`config.mk`:
```
export PLATFORM = sky130hd
export DESIGN_NAME = mwf_ctrl
export DESIGN_NICKNAME = d
export VERILOG_FILES = /design/src/rtl/mwf_pkg.sv /design/src/rtl/mwf_ctrl.sv
export SDC_FILE = /design/constraint.sdc
export NUM_CORES = 1
export LEC_CHECK = 0
export BUFFER_PORTS_ARGS = -buffer_cell sky130_fd_sc_hd__buf_2
export CAP_MARGIN = 0
export CORE_AREA = 10 10 47 49
export CTS_BUF_LIST = sky130_fd_sc_hd__clkbuf_4 sky130_fd_sc_hd__clkbuf_8
export DETAILED_ROUTE_END_ITERATION = 10
export DIE_AREA = 0 0 57 59
export PLACE_DENSITY = 0.81
export SETUP_SLACK_MARGIN = 0.2
export SLEW_MARGIN = 20
export SYNTH_ARGS = -nofsm -noshare
export SYNTH_HDL_FRONTEND = slang
export SYNTH_SLANG_ARGS = --single-unit
export TNS_END_PERCENT = 50
```
`constraint.sdc`:
```
create_clock -name clk_i -period 3.9 [get_ports clk_i]
set_input_delay 0.39 -clock clk_i [delete_from_list [all_inputs] [get_ports clk_i]]
set_output_delay 0.39 -clock clk_i [all_outputs]
set_load 0.01 [all_outputs]
```
`src/rtl/mwf_pkg.sv`:
```
`default_nettype none

package mwf_pkg;

  // action codes of an input item
  localparam logic [1:0] ActLoad    = 2'd0;
  localparam logic [1:0] ActRestart = 2'd1;
  localparam logic [1:0] ActAdvance = 2'd2;

  // walk_status codes
  localparam logic [1:0] StMoved    = 2'd0;
  localparam logic [1:0] StExit     = 2'd1;
  localparam logic [1:0] StBlocked  = 2'd2;
  localparam logic [1:0] StFinished = 2'd3;

  // heading codes
  localparam logic [1:0] DirUp    = 2'd0;
  localparam logic [1:0] DirRight = 2'd1;
  localparam logic [1:0] DirDown  = 2'd2;
  localparam logic [1:0] DirLeft  = 2'd3;

  localparam logic [6:0] SideReset = 7'd8;

  // controller -> datapath
  typedef struct packed {
    logic       mem_wr;     // load item accepted
    logic       restart;    // put walker at origin
    logic       probe;      // read maze at candidate probe_idx
    logic [1:0] probe_idx;  // 0 left, 1 straight, 2 right, 3 back
    logic       commit;     // move walker onto registered candidate
    logic       out_load;   // capture walker cell into output register
  } mwf_cmd_t;

  // datapath -> controller
  typedef struct packed {
    logic hit;       // registered candidate is in bounds and open
    logic corner;    // registered candidate is the far corner
    logic finished;  // exit already reached
  } mwf_stat_t;

endpackage

`default_nettype wire

```
`src/rtl/mwf_ctrl.sv`:
```
`default_nettype none

module mwf_ctrl (
  input  wire logic               clk_i,
  input  wire logic               rst_ni,
  input  wire logic               in_valid_i,
  output logic                    in_ready_o,
  input  wire logic [1:0]         action_i,
  output logic                    out_valid_o,
  input  wire logic               out_ready_i,
  output logic [1:0]              walk_status_o,
  output mwf_pkg::mwf_cmd_t       cmd_o,
  input  wire mwf_pkg::mwf_stat_t stat_i
);
  import mwf_pkg::*;

  typedef enum logic [1:0] {
    IDLE,
    SCAN,
    EMIT
  } state_e;

  state_e     state_q;
  logic [2:0] idx_q;     // next candidate to read, 4 when all issued
  logic       pend_q;    // a read result is waiting to be checked
  logic [1:0] status_q;
  logic       out_valid_q;
  logic [1:0] walk_status_q;

  logic       accept;
  logic       emit_go;
  logic       all_issued;

  assign accept     = in_valid_i && (state_q == IDLE);
  assign emit_go    = (state_q == EMIT) && (!out_valid_q || out_ready_i);
  assign all_issued = idx_q[2];

  always_comb begin
    cmd_o           = '0;
    cmd_o.probe_idx = idx_q[1:0];
    cmd_o.mem_wr    = accept && (action_i == ActLoad);
    cmd_o.restart   = accept && (action_i == ActRestart);
    cmd_o.out_load  = emit_go;
    if (state_q == SCAN) begin
      cmd_o.commit = pend_q && stat_i.hit;
      cmd_o.probe  = !(pend_q && stat_i.hit) && !all_issued;
    end
  end

  always_ff @(posedge clk_i or negedge rst_ni) begin
    if (!rst_ni) begin
      state_q       <= IDLE;
      idx_q         <= '0;
      pend_q        <= 1'b0;
      status_q      <= StMoved;
      out_valid_q   <= 1'b0;
      walk_status_q <= StMoved;
    end else begin
      if (emit_go) begin
        out_valid_q   <= 1'b1;
        walk_status_q <= status_q;
      end else if (out_ready_i) begin
        out_valid_q <= 1'b0;
      end

      unique case (state_q)
        IDLE: begin
          if (accept) begin
            idx_q  <= '0;
            pend_q <= 1'b0;
            unique case (action_i)
              ActRestart: begin
                status_q <= StMoved;
                state_q  <= EMIT;
              end
              ActAdvance: begin
                if (stat_i.finished) begin
                  status_q <= StFinished;
                  state_q  <= EMIT;
                end else begin
                  state_q <= SCAN;
                end
              end
              default: state_q <= IDLE;   // load or unused code: no result
            endcase
          end
        end
        SCAN: begin
          if (pend_q && stat_i.hit) begin
            status_q <= stat_i.corner ? StExit : StMoved;
            state_q  <= EMIT;
          end else if (all_issued) begin
            status_q <= StBlocked;
            state_q  <= EMIT;
          end else begin
            idx_q  <= idx_q + 3'd1;
            pend_q <= 1'b1;
          end
        end
        EMIT: begin
          if (emit_go) begin
            state_q <= IDLE;
          end
        end
        default: state_q <= IDLE;
      endcase
    end
  end

  assign in_ready_o    = (state_q == IDLE);
  assign out_valid_o   = out_valid_q;
  assign walk_status_o = walk_status_q;

endmodule

`default_nettype wire

```
* Yosys cells after proc, flatten, opt, wreduce, memory -nomap -nowiden
Index checks and enable logic that the tools add are counted.
Storage, ports and cells: register bits 11, output and inout port bits 11, word-level logic and storage cells 62
Operators by class: add/sub/neg operators 1, equality and inequality tests 11, mux-type cells 25, reductions and logical operators 18
Operator list (number):
- 2-bit two-way mux | 8
- 2-bit case mux with 2 select lines | 3
- 3-bit two-way mux | 3
- 1-bit two-way mux | 8
- 1-bit logical AND | 6
- 2-bit != test (second input constant) | 3
- 2-bit case mux with 3 select lines | 1
- 3-bit case mux with 2 select lines | 1
- 3-bit AND reduction | 2
- 5-bit AND reduction | 1
- 2-bit by 1-bit equality test with 1-bit output (second input constant) | 2
- 2-bit equality test (second input constant) | 2
- 2-bit zero test | 2
- 4-bit AND reduction | 1
- 2-bit nonzero test | 2
- 3-bit by 1-bit adder with 3-bit output (second input constant) | 1
- 1-bit zero test | 3
- 3-bit by 1-bit != test with 1-bit output (second input constant) | 1
- 3-bit by 2-bit != test with 1-bit output (second input constant) | 1
- 3-bit != test (second input constant) | 1
- 2-bit by 1-bit != test with 1-bit output (second input constant) | 1
- 1-bit case mux with 2 select lines | 1
- 1-bit logical OR | 1

* Depth between registers and ports, before layout
word-level depth 5, mapped depth 5, gate-level depth less buffers 5

* Worst setup path before layout
Ideal clock, no wire load.
path kind register to output, start point register state_q[0], end point output port cmd_o[5] (netlist bit), arrival 1018 ps, required time 3510 ps, setup slack 2492 ps, stages on the path, launching flop included 4, buffers on the path 1, path through dfrtp_1 > buf_2 > nor2_1 > and3_2
RTL lines:
- start, declared | line mwf_ctrl.sv:23 | state_e state_q;
- start signal, assigned | line mwf_ctrl.sv:52 | state_q <= IDLE;
- start signal, assigned | line mwf_ctrl.sv:74 | state_q <= EMIT;
- start signal, assigned | line mwf_ctrl.sv:79 | state_q <= EMIT;
- end, declared | line mwf_ctrl.sv:12 | output mwf_pkg::mwf_cmd_t cmd_o,

==> run_results.csv <==
group,metric,value,unit
grt,antenna_found_initial,0,
final_layout,nFillCells,136,
critical_path,r2r_start,"state_q[0]$_DFFE_PN0P_",
floorplan,start_util,0.4946,
yosys,synth_common_cells,"dfrtp_1 (11), a21oi_1 (6), inv_1 (6)",
final_layout,drive_above_1_share,0.3297,
job,maxCapViolCount,0,
critical_path,critPathCaptureType,"primary output",
clock_network,numCtsBuffers,3,
route,totalWireLength,1501,um
clock_network,ctsHtreeMaxLevel,1,
yosys,synth.top_cell.area_share,0.3971,
critical_path,path_delay_family,"flip-flops",
status,outcome,"finished clean",
floorplan,num_rows,14,
sta,setup_viol,0,
route,drt_iter0_drc,12,
clock_network,cts_setup_buffers,0,
clock_network,cts.path.max_buffers,2,
route,ant_nets,0,
yosys,avgSynthCellArea,9.627,sq um
yosys,postSynthCellCount,72,
yosys,ys_seq_elements,11,
sta,post-route-period-util,0.4643,
yosys,synth.distinct_cells,29,
critical_path,cp.required,3.51,ns
power,p_switching,180.8,uW
critical_path,r2r_end,"status_q[0]$_DFFE_PN0P_",
sta,fin_skew,0.008402,ns
critical_path,crit_arrival,1.42,ns
yosys,async_reset_ff_frac,1.000,
final_layout,final_core_util,0.5777,
yosys,syn_area,693.2,sq um
clock_network,clkSlewWorstSetupHoldPaths,0.06,ns
sta,hold_violations,0,
critical_path,r2r_slack,2.35,ns
yosys,synth_area_leaders,"dfrtp_1 (40%), ha_1 (7.2%), mux2_2 (4.9%), a21oi_1 (4.3%), buf_4 (3.2%)",
yosys,synthesis.nets,85,
grt,grt_max_degree,14,
place,portBuffers,19,
power,p_per_area,585.4,mW/mm^2
route,drc_errors,0,
route,vias,590,
power,p_sw_frac,0.3814,
final_layout,diodes,0,
yosys,synth_largest_area_cell,"dfrtp_1",
floorplan,ios,20,
sta,rsz0062_at_grt,"no",
power,pwr-share-seq,0.432,
clock_network,cts_resized,0,
place,hpwl,1210,um
grt,grt_use_total,0.09333,
sta,relSlewSlack,0.7529,
yosys,synth_ff_type,"dfrtp_1",
clock_network,cts_root_buf,"clkbuf_4",
yosys,synth_edf_count,0,
critical_path,crit_chain,"nand2b_1 -> a21oi_1 -> buf_2",
critical_path,cp.depth,3,
clock_network,cts_num_sinks,11,
floorplan,die_h,59,um
clock_network,clk_latency,0.27,ns
floorplan,core_area,0.001401,sq mm
sta,finalSetupTns,0,ns
grt,grt_pass1_wl,2608,um
route,firstDrtPassIters,4,
critical_path,crit_path_max_incr_delay,0.51,ns
yosys,yosys_warnings,0,
place,finalWeightedCongestion,0.8167,
grt,gr-total-overflow,0,
critical_path,critPathSlowestCell,"dfrtp_1",
power,vdd_drop_max,0.0002330,V
sta,maxSlewViolCount,0,
final_layout,synthToLayoutAreaGrowth,16.79,%
yosys,ys_seq_area_frac,0.3971,
critical_path,path_class,"flip-flop to primary output",
critical_path,startpoint_type,"flip-flop",
sta,tightest_slew,0.3706,ns
floorplan,die_area,0.003363,sq mm
yosys,yosysMostFrequentCell,"dfrtp_1",
power,p_clk_frac,0.181,
sta,fin_crit,1.811,ns
critical_path,crit_end,"cmd_o[0]",
floorplan,fp.dieW,57,um
clock_network,cts_tree,"yes",
critical_path,crit_start,"state_q[0]$_DFFE_PN0P_",
route,routed_via_density,5.514,
critical_path,ff2ff_path_depth,3,
critical_path,cp_num_buf_inv,1,
critical_path,worst-path-max-fanout,13,
power,combinationalPowerShare,0.387,
grt,grt_pass1_vias,607,
power,power_leakage,0.0004245,uW
sta,fmax,552.3,MHz
min_path,holdCritPathClass,"input pin to flip-flop",
final_layout,final_net_count,105,
route,wl_per_cell,14.03,um
power,internal_power,293.1,uW
## cells by family after synthesis
| logic type | after synthesis | synth area share |
|---|---|---|
| AOI/OAI and AO/OA | 19 | 0.1679 |
| muxes | 5 | 0.07762 |
| adders and majority gates | 4 | 0.07221 |
| DFF | 11 | 0.3971 |
| buffers and inverters | 11 | 0.08843 |
| and+or+nand+nor | 22 | 0.1967 |
## area by class of cell
type / instances / area (sq um) / share of cell area
Inverter: 6 / 22.52 / 0.02782
Tap cell: 16 / 20.02 / 0.02473
Multi-Input combinational cell: 50 / 356.6 / 0.4405
Sequential cell: 11 / 275.3 / 0.3400
Timing Repair Buffer: 20 / 105.1 / 0.1298
Clock buffer: 4 / 30.03 / 0.03709
## cells in the final DEF (no fill, tap or decap), types with 2 or more instances in the layout
cell / instances
and3_2: 2
nand2b_1: 3
mux2_2: 3
inv_1: 6
a21oi_1: 6
buf_2: 19
nor2_1: 5
nand2_1: 5
ha_1: 4
o21ai_0: 4
dfrtp_1: 11
mux2i_1: 2
clkbuf_4: 4
o22ai_1: 2
## how the worst min path moves through the flow
| stage | cells after the start | start | endpoint | slack [ns] |
|---|---|---|---|---|
| 2_1_floorplan | 0 | rst_ni | idx_q[0]$_DFFE_PN0P_ | 0.09 |
| 3_3_place_gp | 1 | rst_ni | idx_q[2]$_DFFE_PN0P_ | 0.27 |
| 3_5_place_dp | 1 | rst_ni | pend_q$_DFFE_PN0P_ | 0.27 |
| 4_1_cts | 2 | out_ready_i | out_valid_o$_DFFE_PN0P_ | 0.33 |
| 5_1_grt | 2 | out_ready_i | out_valid_o$_DFFE_PN0P_ | 0.33 |
| 6_report | 2 | out_ready_i | out_valid_o$_DFFE_PN0P_ | 0.32 |
## stage by stage
| stage | instances | instance area [sq um] | total power (uW) | hold WS [ns] | setup WS [ns] |
|---|---|---|---|---|---|
| after global placement | 102 | 769.5 | 385.1 | 0.2720 | 2.338 |
| final | 107 | 809.5 | 473.9 | 0.3225 | 2.089 |
| after CTS | 107 | 809.5 | 478.5 | 0.3260 | 2.074 |
| after detailed placement | 102 | 769.5 | 393.4 | 0.2734 | 2.321 |
| after floorplan | 72 | 693.2 | 341.7 | 0.09441 | 2.492 |
| after global routing | 107 | 809.5 | 511.5 | 0.3280 | 1.965 |
## layer usage
metal  wire [um]  GRT usage
met5           0          0
met3         104    0.03219
met2         780     0.1504
met4          14    0.06040
met1         601     0.1023
## registers in the layout, summed over array words and instances, names as in the netlist
name,cells
state_q,2
walk_status_o,2
out_valid_o,1
pend_q,1
status_q,2
idx_q,3
## power groups by stage
stage | Sequential (uW) | Combinational, uW | Clock, uW
after floorplan | 194 | 148 | 0
after global placement | 204 | 181 | 0
after detailed placement | 206 | 187 | 0
after CTS | 204 | 189 | 85.6
after global routing | 212 | 207 | 91.9
final | 205 | 183 | 85.9
## timing repair
action | 4_1_cts | 5_1_grt
endpoints found under the setup margin | 0 | 0
endpoints found under the hold margin | 11 | 0
hold buffers | 1 | 0
(Power assumes the default switching activity.)
